**config.mk**
```make
export PLATFORM = sky130hd
export DESIGN_NAME = lin_slave_frame_checker_unit
export DESIGN_NICKNAME = d
export VERILOG_FILES = /design/src/sv/lsfc_pkg.sv /design/src/sv/lin_slave_frame_checker_unit.sv
export SDC_FILE = /design/constraint.sdc
export NUM_CORES = 1
export LEC_CHECK = 0
export BUFFER_PORTS_ARGS = -buffer_cell sky130_fd_sc_hd__clkbuf_2
export CAP_MARGIN = 30
export CORE_MARGIN = 2
export CORE_UTILIZATION = 55
export DETAILED_ROUTE_END_ITERATION = 10
export GPL_TIMING_DRIVEN = 0
export PLACE_DENSITY_LB_ADDON = 0.1
export SLEW_MARGIN = 20
export SYNTH_ARGS = -nofsm -noshare
export SYNTH_HDL_FRONTEND = slang
export SYNTH_SLANG_ARGS = --single-unit
```
**constraint.sdc**
```tcl
create_clock -name clk -period 8.05 [get_ports clk]
set_input_delay 0.4025 -clock clk [delete_from_list [all_inputs] [get_ports clk]]
set_output_delay 0.4025 -clock clk [all_outputs]
set_load 0.05 [all_outputs]
```
**src/sv/lsfc_pkg.sv**
```systemverilog
// ----------------------------------------------------------------------------
// LIN slave frame checker package
// Shared item types, status codes, identifier parity and checksum functions.
// ----------------------------------------------------------------------------
package lsfc_pkg;

	// Number of data bytes in one frame.
	localparam int DATA_BYTES = 8;

	// Byte position codes for the frame sequencer.
	localparam int POS_W = 4;
	localparam logic [POS_W-1:0] POS_IDLE       = POS_W'(0);
	localparam logic [POS_W-1:0] POS_SYNC       = POS_W'(1);
	localparam logic [POS_W-1:0] POS_FIRST_DATA = POS_W'(2);
	localparam logic [POS_W-1:0] POS_CHECKSUM   = POS_W'(DATA_BYTES + 2);

	// Highest slave identifier that a configuration write may set.
	localparam logic [5:0] MAX_SLAVE_ID = 6'd59;

	// Frame verdict codes.
	typedef logic [1:0] frame_status_t;
	localparam frame_status_t ST_OK       = 2'd0;
	localparam frame_status_t ST_PARITY   = 2'd1;
	localparam frame_status_t ST_MISMATCH = 2'd2;
	localparam frame_status_t ST_CHECKSUM = 2'd3;

	// One received byte.
	typedef struct packed {
		logic [7:0] rx_byte;
		logic       frame_start;
	} rx_item_t;

	// One frame verdict.
	typedef struct packed {
		frame_status_t          frame_status;
		logic [5:0]             frame_id;
		logic [8*DATA_BYTES-1:0] payload;
	} res_item_t;

	// Checks the two parity bits of a protected identifier.
	function automatic logic parity_ok(input logic [7:0] pid);
		logic p0;
		logic p1;
		p0 = pid[0] ^ pid[1] ^ pid[2] ^ pid[4];
		p1 = ~(pid[1] ^ pid[3] ^ pid[4] ^ pid[5]);
		return (pid[6] == p0) && (pid[7] == p1);
	endfunction

	// Adds one byte to the sum with end-around carry.
	function automatic logic [7:0] add_carry(input logic [7:0] sum, input logic [7:0] b);
		logic [8:0] s;
		s = {1'b0, sum} + {1'b0, b};
		return s[7:0] + {7'd0, s[8]};
	endfunction

endpackage

```
**src/sv/lin_slave_frame_checker_unit.sv**
```systemverilog
// ----------------------------------------------------------------------------
// LIN slave frame checker
// Checks identifier parity, slave identifier and classic checksum of LIN
// frames received one byte at a time, and reports one verdict per frame.
// ----------------------------------------------------------------------------
// The block takes one received byte per clock cycle while no stall holds it
// back. A byte is captured in an input register, from which the frame
// sequencer updates its state; at the checksum byte the verdict is loaded
// into the result register in the same cycle as that sequencer update. The
// rate is set by the update of the running checksum and frame position.
// Bytes are only held back while a verdict waits in the result register and
// the next checksum byte needs it.
// The slave identifier is written through the configuration port; the user
// must write it only while no frame is in progress, which the block does not
// enforce. Writes above 59 are ignored.
module lin_slave_frame_checker_unit (
	input  logic               clk,
	input  logic               arst_n,
	input  logic               cfg_we,
	input  logic [5:0]         cfg_wdata,
	input  logic               rx_valid,
	output logic               rx_stall,
	input  lsfc_pkg::rx_item_t rx_item,
	output logic               res_valid,
	input  logic               res_stall,
	output lsfc_pkg::res_item_t res_item
);
	import lsfc_pkg::*;

	localparam int PAYLOAD_W = 8 * DATA_BYTES;
	localparam int IDX_W     = (DATA_BYTES > 1) ? $clog2(DATA_BYTES) : 1;

	logic [5:0]           slave_id_q;
	logic                 valid_s1;
	rx_item_t             item_s1;
	logic [POS_W-1:0]     pos_q;
	logic [7:0]           sum_q;
	logic [7:0]           pid_q;
	logic [PAYLOAD_W-1:0] incoming_q;
	logic [PAYLOAD_W-1:0] accepted_q;
	logic                 res_valid_q;
	res_item_t            res_item_q;

	logic                 is_verdict;
	logic                 advance;
	logic [POS_W-1:0]     data_off;
	logic [IDX_W-1:0]     byte_idx;
	frame_status_t        status;

	// The staged byte produces a verdict only at the checksum position.
	assign is_verdict = valid_s1 && !item_s1.frame_start && (pos_q == POS_CHECKSUM);
	assign advance    = !is_verdict || !res_valid_q || !res_stall;
	assign rx_stall   = valid_s1 && !advance;
	assign data_off   = pos_q - POS_FIRST_DATA;
	assign byte_idx   = data_off[IDX_W-1:0];

	// Verdict with parity first, then identifier, then checksum.
	always_comb begin
		if (!parity_ok(pid_q)) begin
			status = ST_PARITY;
		end else if (pid_q[5:0] != slave_id_q) begin
			status = ST_MISMATCH;
		end else if ((sum_q ^ 8'hFF) != item_s1.rx_byte) begin
			status = ST_CHECKSUM;
		end else begin
			status = ST_OK;
		end
	end

	// Configuration register.
	always_ff @(posedge clk or negedge arst_n) begin
		if (!arst_n) begin
			slave_id_q <= '0;
		end else if (cfg_we && cfg_wdata <= MAX_SLAVE_ID) begin
			slave_id_q <= cfg_wdata;
		end
	end

	// Input register.
	always_ff @(posedge clk or negedge arst_n) begin
		if (!arst_n) begin
			valid_s1 <= 1'b0;
		end else if (!rx_stall) begin
			valid_s1 <= rx_valid;
		end
	end

	always_ff @(posedge clk) begin
		if (!rx_stall && rx_valid) begin
			item_s1 <= rx_item;
		end
	end

	// Frame sequencer and checksum accumulation.
	always_ff @(posedge clk or negedge arst_n) begin
		if (!arst_n) begin
			pos_q      <= POS_IDLE;
			sum_q      <= '0;
			pid_q      <= '0;
			incoming_q <= '0;
			accepted_q <= '0;
		end else if (valid_s1 && advance) begin
			if (item_s1.frame_start) begin
				pos_q      <= POS_SYNC;
				sum_q      <= '0;
				pid_q      <= '0;
				incoming_q <= '0;
			end else if (pos_q == POS_SYNC) begin
				pid_q <= item_s1.rx_byte;
				pos_q <= POS_FIRST_DATA;
			end else if (pos_q != POS_IDLE && pos_q < POS_CHECKSUM) begin
				incoming_q[8*byte_idx +: 8] <= item_s1.rx_byte;
				sum_q                       <= add_carry(sum_q, item_s1.rx_byte);
				pos_q                       <= pos_q + POS_W'(1);
			end else if (pos_q == POS_CHECKSUM) begin
				if (status == ST_OK) begin
					accepted_q <= incoming_q;
				end
				pos_q <= POS_IDLE;
			end
		end
	end

	// Result register.
	always_ff @(posedge clk or negedge arst_n) begin
		if (!arst_n) begin
			res_valid_q <= 1'b0;
		end else if (is_verdict && advance) begin
			res_valid_q <= 1'b1;
		end else if (!res_stall) begin
			res_valid_q <= 1'b0;
		end
	end

	always_ff @(posedge clk) begin
		if (is_verdict && advance) begin
			res_item_q.frame_status <= status;
			res_item_q.frame_id     <= pid_q[5:0];
			res_item_q.payload      <= (status == ST_OK) ? incoming_q : accepted_q;
		end
	end

	assign res_valid = res_valid_q;
	assign res_item  = res_item_q;

endmodule

```
### Word level (Yosys, flattened, before mapping)

Index checks and enable logic that the tools add are counted.

* register bits after elaboration: 237
* bits of input ports: 20
* logic and storage cells: 86

* add/sub/neg operators: 5
* $lt $le $gt $ge: 2
* eq/ne operators: 8
* shifts and indexed selects: 2
* muxes and demuxes: 19
* bitwise gates (word level): 11
* reductions and logical operators: 26

Operators by type and width (number)
* 64-bit two-way mux: 4
* 64-bit bitwise mux: 1
* 8-bit by 34-bit variable shift with 64-bit output, first input constant: 1
* 8-bit by 34-bit variable part select with 64-bit output: 1
* 8-bit two-way mux: 5
* 6-bit negation with 34-bit output: 1
* 4-bit two-way mux: 4
* 8-bit by 8-bit adder with 9-bit output: 1
* 1-bit logical AND: 9
* 8-bit by 1-bit adder with 8-bit output: 1
* 8-bit inequality test: 1
* 8-bit inverter: 1
* 4-bit nonzero test: 2
* 6-bit less-or-equal comparator, second input constant: 1
* 1-bit zero test: 6
* 2-bit two-way mux: 3
* 6-bit inequality test: 1
* 1-bit XOR: 6
* 5-bit AND reduction: 1
* 4-bit by 1-bit adder with 4-bit output, second input constant: 1
* 4-bit by 1-bit equality test with 1-bit output, second input constant: 1
* 4-bit equality test, second input constant: 1
* 4-bit less-than comparator, second input constant: 1
* 1-bit inverter: 4
* 10 further kinds: 15

### Logic depth before layout (Yosys ltp)

Gate-level depths: netlist (run 1).

* word-level depth: 10
* depth in mapped cells: 13
* mapped depth without buffers: 13

### Worst setup path after synthesis (run 1)

No wires, ideal clock.

* path kind: flip-flop to flip-flop
* from: reg pos_q[0]
* to: reg accepted_q[0]
* setup time: 0.125 ns
* arrival time: 5.978 ns
* required time: 7.925 ns
* path slack: 1.947 ns
* cell stages (with the launch flop): 12
* period minus slack after synthesis: 6.103 ns
* path through: dfrtp_1 clkbuf_1 inv_1 ha_1 and4b_1 nand2_1 a21oi_1 o211ai_1 or2_1 buf_6 buf_6 mux2_4

* cells in the longest elaborated chain, start to end: 7

RTL lines
* start: declaration: RTL line lin_slave_frame_checker_unit.sv:36 `logic [POS_W-1:0] pos_q;`
* start signal: assignment: RTL line lin_slave_frame_checker_unit.sv:114 `pos_q <= pos_q + POS_W'(1);`
* 4-bit equality test: RTL line lin_slave_frame_checker_unit.sv:51, lin_slave_frame_checker_unit.sv:115
* 1-bit logical AND: RTL line lin_slave_frame_checker_unit.sv:51 `assign is_verdict = valid_s1 && !item_s1.frame_start && (pos_q == POS_CHECKSUM);`
* 1-bit zero test: RTL line lin_slave_frame_checker_unit.sv:52 `assign advance = !is_verdict || !res_valid_q || !res_stall;`
* 1-bit logical OR (2 in series): RTL line lin_slave_frame_checker_unit.sv:52
* 1-bit logical AND: RTL line lin_slave_frame_checker_unit.sv:102 `end else if (valid_s1 && advance) begin`
* 5-bit AND reduction (no source line) *
* end signal: assignment: RTL line lin_slave_frame_checker_unit.sv:117 `accepted_q <= incoming_q;`
* end: declaration: RTL line lin_slave_frame_checker_unit.sv:40 `logic [PAYLOAD_W-1:0] accepted_q;`

Every way passes the cells marked *; elsewhere a longest branch is shown, timed or not.
A chain may end at the register's enable or synchronous reset.

### Worst setup path after layout (run 1)

* from: reg pos_q[0]
* to: reg incoming_q[38]

* cells in the longest elaborated chain, start to end: 7

RTL lines
* 3-bit by 2-bit subtractor with 3-bit output or 4-bit equality test (tied branches): RTL line lin_slave_frame_checker_unit.sv:54, lin_slave_frame_checker_unit.sv:51
* 6-bit negation with 34-bit output or 1-bit logical AND (tied branches): RTL line lin_slave_frame_checker_unit.sv:112, lin_slave_frame_checker_unit.sv:51
* 8-bit by 34-bit variable part select with 64-bit output (tied with other cells): RTL line lin_slave_frame_checker_unit.sv:112 `incoming_q[8*byte_idx +: 8] <= item_s1.rx_byte;`
* 64-bit bitwise mux or 1-bit logical OR (tied branches): RTL line lin_slave_frame_checker_unit.sv:112, lin_slave_frame_checker_unit.sv:52
* 64-bit two-way mux or 1-bit logical OR (tied branches): RTL line lin_slave_frame_checker_unit.sv:111, lin_slave_frame_checker_unit.sv:52
* 64-bit two-way mux or 1-bit logical AND (tied branches): RTL line lin_slave_frame_checker_unit.sv:108, lin_slave_frame_checker_unit.sv:102
* 64-bit two-way mux or 3-bit AND reduction (tied branches)
* end signal: indexed assignment: RTL line lin_slave_frame_checker_unit.sv:112
* end: declaration: RTL line lin_slave_frame_checker_unit.sv:39 `logic [PAYLOAD_W-1:0] incoming_q;`

Parallel ways exist; a longest one is shown, timed or not. The select of a mux whose other input is x is not followed.

==> results.yml, run 1 <==
route:
  drt_wl_total_um: 21700
  vias: 6370
  drt_first_pass_iters: 6
  drc_errors: 0
  ant_nets: 0
  routed_via_density: 5.83
  post_drt_wl_per_cell_um: 19.9
  drtIter0Drc: 407
global_routing:
  gr-usage-met3_pct: 3.61
  grt.overflow.total: 0
  grt_pass1_vias: 6523
  grt_usage_pct: 22.1
  grt_most_used_layer: "met2"
  grtUsageMet1_pct: 29.8
  antenna_found_initial: 0
  grt_max_degree: 89
  grt_use_met2_pct: 37.4
  grt_pass1_wl_um: 34800
worst_hold_path:
  hp-class: "in2reg"
  holdPathEnd: "item_s1[0]$_DFFE_PP_"
  hold_path_depth: 1
  hp-start: "rx_item[0]"
final_layout:
  multi_input_area_um2: 3850
  fin_nets: 880
  num-fill-cells: 1389
  drive_gt1_share_pct: 35.4
  area_delta_synth_final_pct: 17.1
  regArea_um2: 6340
  n_antenna_cell: 0
worst_setup_path:
  cp.arrival_ns: 3.70
  rr_endpoint: "incoming_q[38]$_DFFE_PN0P_"
  worstReg2RegStart: "pos_q[0]$_DFFE_PN0P_"
  cp_max_fo: 10
  cp-start-kind: "flop"
  cp.required_ns: 8.51
  worst-r2r-cell-count: 9
  crit_type: "reg2reg"
  regToRegSetupSlack_ns: 4.81
  endpoint_kind: "flop"
place:
  place_hpwl_um: 14600
  gp_congestion: 0.868
  dpl_worst_slack_ns: 4.85
  io_buffers: 93
floorplan:
  dieArea_um2: 20100
  core_area_um2: 18600
  ios: 94
  start_util_pct: 56.0
  std_cell_rows: 50
  die_w_um: 142
  die_h_um: 142
clocking:
  clock_sinks: 237
  clk_pin_slew_ns: 0.06
  cts_tree: "built"
  cts_buffers: 25
  cts_max_level: 1
  clockBufferDepth: 3
  post_cts_buffers: 0
  cts_root_buf: "clkbuf_16"
  clock_latency_ns: 0.53
timing:
  finalCritPeriodShare_pct: 40.3
  fmax_ghz: 0.308
  post-route-min-period_ns: 3.24
  hold_viol: 0
  tns_ns: 0
  finClkSkew_ns: 0.0143
  setup_slack_ns: 4.81
  relSlewSlack_pct: 37.4
  setup_violations: 0
  rsz0062_at_grt: "false"
  worst_slew_pin_slew_ns: 0.931
  drv_slew: 0
synthesis:
  synth-simple-area-share_pct: 6.67
  yosysWarnings: 0
  syn_area_um2: 10400
  synth_fa_ha_area_share_pct: 2.47
  avgSynthCellArea_um2: 14.6
  synthMuxAreaShare_pct: 16.5
  syn_nets: 754
  synth_xor_area_share_pct: 1.45
  synth_compound_area_share_pct: 9.66
  synth_edf_count: 81
  synth_cell_types: 63
  async_reset_ff_share_pct: 65.8
  synthFlopType: "dfrtp_1"
  synth-seq-cells: 237
  ys_seq_area_share_pct: 60.7
  synthCells: 714
  synth_top_family_by_area: "multiplexers"
power_and_ir_drop:
  pwr-share-seq_pct: 43.5
  clkPwrFrac_pct: 37.6
  internal-power_uw: 2230
  pwr-share-comb_pct: 18.9
  power_switching_uw: 907
  p_sw_share_pct: 28.9
  p_total_uw: 3140
  power_density_nw_per_um2: 257
  leakage_uw: 0.00570
  ir_worst_vdd_uv: 166
outcome:
  status: "completed"
run:
  maxCapViolations: 0
[logic make-up (layout without fill, tap and decap cells)]
| kind of cell | after synthesis | after routing |
|---|---|---|
| flip-flops | 237 | 237 |
| AND/OR/NAND/NOR | 122 | 122 |
| multiplexers | 133 | 133 |
| adder cells (fa/ha/maj) | 20 | 20 |
| AO/OA/AOI/OAI | 135 | 135 |
| XOR/XNOR | 14 | 14 |
| buffers and inverters | 53 | 198 |
[cell type report]
type | instances | area share, %
Buffer | 34 | 1.64
Clock buffer | 31 | 5.90
Clock inverter | 15 | 1.17
Inverter | 19 | 0.583
Multi-Input combinational cell | 424 | 31.5
Sequential cell | 237 | 51.8
Tap cell | 234 | 2.39
Timing Repair Buffer | 99 | 5.08
[routing by layer]
layer | wire [um] | share of wire (%)
met1 | 9680 | 45
met2 | 10500 | 48
met3 | 953 | 4.4
met4 | 597 | 2.7
met5 | 0 | 0
[critical path, cell delays in order, from the launching register on]
cell      delay, ns
dfrtp_1        0.39
clkbuf_1       0.32
inv_1          0.20
ha_1           0.29
ha_1           0.29
clkbuf_1       0.37
a41oi_1        0.48
nor2_1         0.56
nand3_1        0.15
nand2_1        0.11
[registers in the layout, summed over array words and instances (netlist names)]
name and count:
accepted_q 64, incoming_q 64, item_s1 9, pid_q 8, pos_q 4, res_item 72, res_valid 1, slave_id_q 6
sum_q 8, valid_s1 1
[synth_stat cells (3+ instances only)]
library cell / n / area, um2
dfrtp_1: 156 / 3900
edfxtp_1: 81 / 2430
mux2_2: 69 / 777
mux2_4: 60 / 901
a22o_1: 52 / 455
o21ai_0: 31 / 155
nand2_1: 30 / 113
nand3_1: 20 / 100
ha_1: 19 / 238
inv_1: 19 / 71.3
nor2_1: 19 / 71.3
a21oi_1: 11 / 55.1
buf_1: 9 / 33.8
clkbuf_1: 9 / 33.8
and3_1: 8 / 50.1
buf_6: 8 / 90.1
o41ai_1: 8 / 70.1
buf_2: 7 / 35.0
xor2_1: 7 / 61.3
a32o_1: 6 / 60.1
and2_1: 5 / 31.3
nand4_1: 5 / 31.3
o21ai_1: 5 / 25.0
xnor2_1: 5 / 43.8
mux2_1: 4 / 45.0
nand2b_1: 4 / 25.0
nor3_1: 3 / 15.0
nor3_2: 3 / 30.0
nor3_4: 3 / 48.8
nor3b_1: 3 / 22.5
[cell usage in the layout (no fill, tap or decap), types with 3 or more instances in the layout]
cell type	Yosys	routed
a21oi_1	11	10
a22o_1	52	52
a32o_1	6	6
and2_1	5	5
and3_1	8	8
buf_1	9	9
buf_16	0	5
buf_2	7	7
buf_6	8	8
clkbuf_1	9	11
clkbuf_16	0	28
clkbuf_2	0	92
clkinv_2	0	8
dfrtp_1	156	156
edfxtp_1	81	81
ha_1	19	19
inv_1	19	19
mux2_1	4	4
mux2_2	69	69
mux2_4	60	60
nand2_1	30	30
nand2b_1	4	4
nand3_1	20	20
nand4_1	5	5
nor2_1	19	19
nor3_1	3	3
nor3_2	3	3
nor3_4	3	3
nor3b_1	3	3
o21ai_0	31	31
o21ai_1	5	5
o41ai_1	8	8
xnor2_1	5	5
xor2_1	7	7
[worst max-delay path by stage]
stage,cells past startpoint,from,endpoint,slack (ns)
floorplan,11,pos_q[0]$_DFFE_PN0P_,accepted_q[0]$_DFFE_PN0P_,1.95
global placement,11,pos_q[0]$_DFFE_PN0P_,accepted_q[34]$_DFFE_PN0P_,0.12
detailed placement,9,pos_q[0]$_DFFE_PN0P_,incoming_q[38]$_DFFE_PN0P_,4.85
CTS,9,pos_q[0]$_DFFE_PN0P_,incoming_q[39]$_DFFE_PN0P_,4.81
global route,9,pos_q[0]$_DFFE_PN0P_,incoming_q[32]$_DFFE_PN0P_,4.55
finish,9,pos_q[0]$_DFFE_PN0P_,incoming_q[38]$_DFFE_PN0P_,4.81
[metrics by stage]
stage / cell area [um2] / hold WS, ns / instances / util (%)
after global routing: 12200 / 0.0316 / 1093 / 65.6
after CTS: 12200 / 0.0381 / 1093 / 65.6
final: 12200 / 0.0514 / 1093 / 65.6
after detailed placement: 11400 / 0.222 / 1046 / 60.9
after floorplan: 10400 / 0.107 / 714 / -
after global placement: 11200 / 0.468 / 1041 / 60.1
[power by group through the flow]
| stage | Sequential, uW | Combinational, uW | Clock [uW] |
|---|---|---|---|
| detailed placement | 1390 | 583 | 0 |
| floorplan | 1370 | 437 | 0 |
| global route | 1380 | 658 | 1250 |
| global placement | 1390 | 561 | 0 |
| finish | 1370 | 592 | 1180 |
| CTS | 1370 | 588 | 1200 |
[what timing repair did]
action,4_1_cts,5_1_grt
resized for setup,0,0
hold buffers,1,0
endpoints found under the hold margin,91,0
Note: power is estimated with default switching activity, not from simulation.
==> run 2, diff against run 1 <==
ABC_AREA = 1   (was not set)
CORE_UTILIZATION = 54   (was 55)
clock period = 2.86 ns   (was 8.05 ns; I/O delays follow)
==> run 2 against run 1 <==
Compared with the run above: cell count is 56% higher; global-route usage rose by 2.0 points; non-clock buffer count grew 36; core utilization shrank 1.1 points; hold slack improved by 0.17 ns; setup slack worse by 4.6 ns; first-iteration DRC count up 43%; register-to-register slack got worse by 4.6 ns; sequential power grew to 2.9 times the previous value; critical endpoint is now sum_q[6]$_DFFE_PN0P_.
==> results.yml, run 2 <==
power_and_ir_drop:
  clkPwrFrac_pct: 34.1
  pwr-share-comb_pct: 28.2
  power_density_nw_per_um2: 782
  pwr-share-seq_pct: 37.7
  p_sw_share_pct: 34.0
  internal-power_uw: 6960
  ir_worst_vdd_uv: 563
  power_switching_uw: 3580
  leakage_uw: 0.00699
  p_total_uw: 10500
global_routing:
  grt_usage_pct: 24.1
  grt_pass1_wl_um: 42800
  grt_max_degree: 81
  grt.overflow.total: 0
  antenna_found_initial: 0
  grt_pass1_vias: 8481
place:
  place_hpwl_um: 18500
  io_buffers: 93
  dp_cells: 1639
  gp_congestion: 0.935
final_layout:
  n_antenna_cell: 0
  num-fill-cells: 1741
  final_common_cell: "nand2_1"
  largest_reg_flops: 72
  drive_gt1_share_pct: 15.2
  area_delta_synth_final_pct: 17.8
  layout_common_cells: "414 x nand2_1, 156 x dfrtp_1, 120 x inv_1"
  finalNonFillerCells: 1708
  fin_nets: 1453
synthesis:
  yosysTopAreaCell: "dfrtp_1"
  synth_commonest_cells: "414 x nand2_1, 156 x dfrtp_1, 121 x inv_1"
  yosysWarnings: 0
  synth_area_leaders: "dfrtp_1 34%, edfxtp_1 21%, nand2_1 14%"
  ys_seq_area_share_pct: 55.4
  synthCells: 1268
  yosysMostFrequentCell: "nand2_1"
  synth_top_area_share_pct: 34.1
  syn_nets: 1308
  synth-seq-cells: 237
  syn_area_um2: 11400
  synthFlopType: "dfrtp_1"
  avgSynthCellArea_um2: 9.02
  synth_edf_count: 81
  synth_cell_types: 35
  async_reset_ff_share_pct: 65.8
timing:
  finalCritPeriodShare_pct: 94.0
  finClkSkew_ns: 0.0172
  worst_slew_pin_slew_ns: 0.682
  rsz0062_at_grt: "false"
  fmax_ghz: 0.372
  post-route-min-period_ns: 2.69
  hold_viol: 0
  relSlewSlack_pct: 54.5
  drv_slew: 0
  setup_violations: 0
route:
  post_drt_wl_per_cell_um: 15.5
  ant_nets: 0
  vias: 8925
  drtIter0Drc: 583
  routed_via_density: 5.23
  drt_wl_total_um: 26400
  drt_first_pass_iters: 5
  drc_errors: 0
clocking:
  cts_buffers: 26
  cts_tree: "built"
  cts_root_buf: "clkbuf_16"
  cts_max_level: 1
  clock_latency_ns: 0.53
  clk_pin_slew_ns: 0.06
  clockBufferDepth: 3
  clock_sinks: 237
outcome:
  status: "completed"
worst_setup_path:
  startpoint: "item_s1[1]$_DFFE_PP_"
  worstReg2RegStart: "item_s1[1]$_DFFE_PP_"
  cp-start-kind: "flop"
  worst-r2r-cell-count: 13
  endpoint_kind: "flop"
  crit_type: "reg2reg"
  crit_path_end: "sum_q[6]$_DFFE_PN0P_"
  cp.required_ns: 3.27
  rr_endpoint: "sum_q[6]$_DFFE_PN0P_"
  regToRegSetupSlack_ns: 0.17
  cp.arrival_ns: 3.10
  cp_max_fo: 4
floorplan:
  core_area_um2: 20900
  die_w_um: 150
  std_cell_rows: 53
  die_h_um: 150
  ios: 94
  start_util_pct: 54.8
  dieArea_um2: 22400
worst_hold_path:
  hp-class: "in2async"
run:
  maxCapViolations: 0
## run 2: changes by cell type after synthesis, moves of 12 or more
cell      before  now
nor2_1        19   31
nor3_1         3   24
mux2_2        69    2
a22o_1        52    2
inv_1         19  121
nand4_1        5   29
and2_1         5   64
nand3_1       20  118
buf_2          7   25
nand3b_1       2   68
nand2_1       30  414
mux2_4        60    0
## run 2: critical path, stage by stage (launching register included)
cell      delay, ns
edfxtp_1       0.40
ha_1           0.26
fa_2           0.39
nand3_1        0.11
nand2_1        0.09
a221o_1        0.34
ha_1           0.24
ha_1           0.18
inv_1          0.08
nor2_1         0.07
nand3_1        0.11
nor2_1         0.08
a21oi_1        0.13
o21ai_1        0.09
## run 2: kinds of logic (layout without fill, tap and decap cells)
family,after synthesis,after routing,share of synthesized area (%)
simple gates,766,766,31.6
mux,2,2,0.197
xor+xnor,8,8,0.613
compound gates,52,52,2.77
fa+ha+maj,20,20,2.25
buf+inv,183,348,7.16
flops,237,237,55.4
## run 2: worst min-delay path by stage
stage                    start  depth (start not counted)  slack, ns                    endpoint
finish                  arst_n                          2       0.22  accepted_q[36]$_DFFE_PN0P_
global route            cfg_we                          5       0.27   slave_id_q[2]$_DFFE_PN0P_
floorplan               arst_n                          0      -0.15   accepted_q[0]$_DFFE_PN0P_
global placement    rx_item[8]                          1       0.32        item_s1[8]$_DFFE_PP_
detailed placement      arst_n                          1       0.23  accepted_q[40]$_DFFE_PN0P_
CTS                     cfg_we                          5       0.21   slave_id_q[2]$_DFFE_PN0P_
## run 2: power groups by stage
stage          Combinational, uW  Sequential, uW  Clock (uW)
2_1_floorplan               2210            3970           0
3_3_place_gp                2790            4030           0
3_5_place_dp                2860            4040           0
4_1_cts                     2920            3980        3650
5_1_grt                     3300            4010        3800
6_report                    2970            3980        3600
## run 2: metrics by stage
step           hold WS (ns)  instance area [um2]  setup TNS (ns)  worst slack [ns]  util [%]
3_3_place_gp          0.320                12300         -211.19             -1.23      58.7
2_1_floorplan        -0.153                11400               0             0.399         -
6_report              0.221                13500               0             0.171      64.5
5_1_grt               0.273                13500               0            0.0387      64.5
4_1_cts               0.206                13500               0            0.0176      64.5
3_5_place_dp          0.231                12300               0            0.0398      59.0
## run 2: metal layers
metal / wire length [um] / track usage (%) / vias to the layer above
met5: 0 / 0 / -
met4: 589 / 6.62 / 0
met3: 1430 / 3.08 / 39
met2: 12700 / 39.9 / 248
met1: 11700 / 33.7 / 4219
li1: - / - / 4419
## run 2: cell type report
class                           instances  area [um2]  share of cell area [%]
Sequential cell                       237        6340                    47.0
Multi-Input combinational cell        848        4290                    31.8
Clock buffer                           36         771                    5.72
Timing Repair Buffer                  117         749                    5.56
Inverter                              131         495                    3.68
Tap cell                              275         344                    2.55
Buffer                                 52         328                    2.43
Clock inverter                         12         168                    1.24
## run 2: what timing repair did
action,CTS,global route
setup endpoints to repair,0,2
hold endpoints to repair,96,0
hold buffers,20,0
gates resized for setup,0,3
buffers inserted,0,1
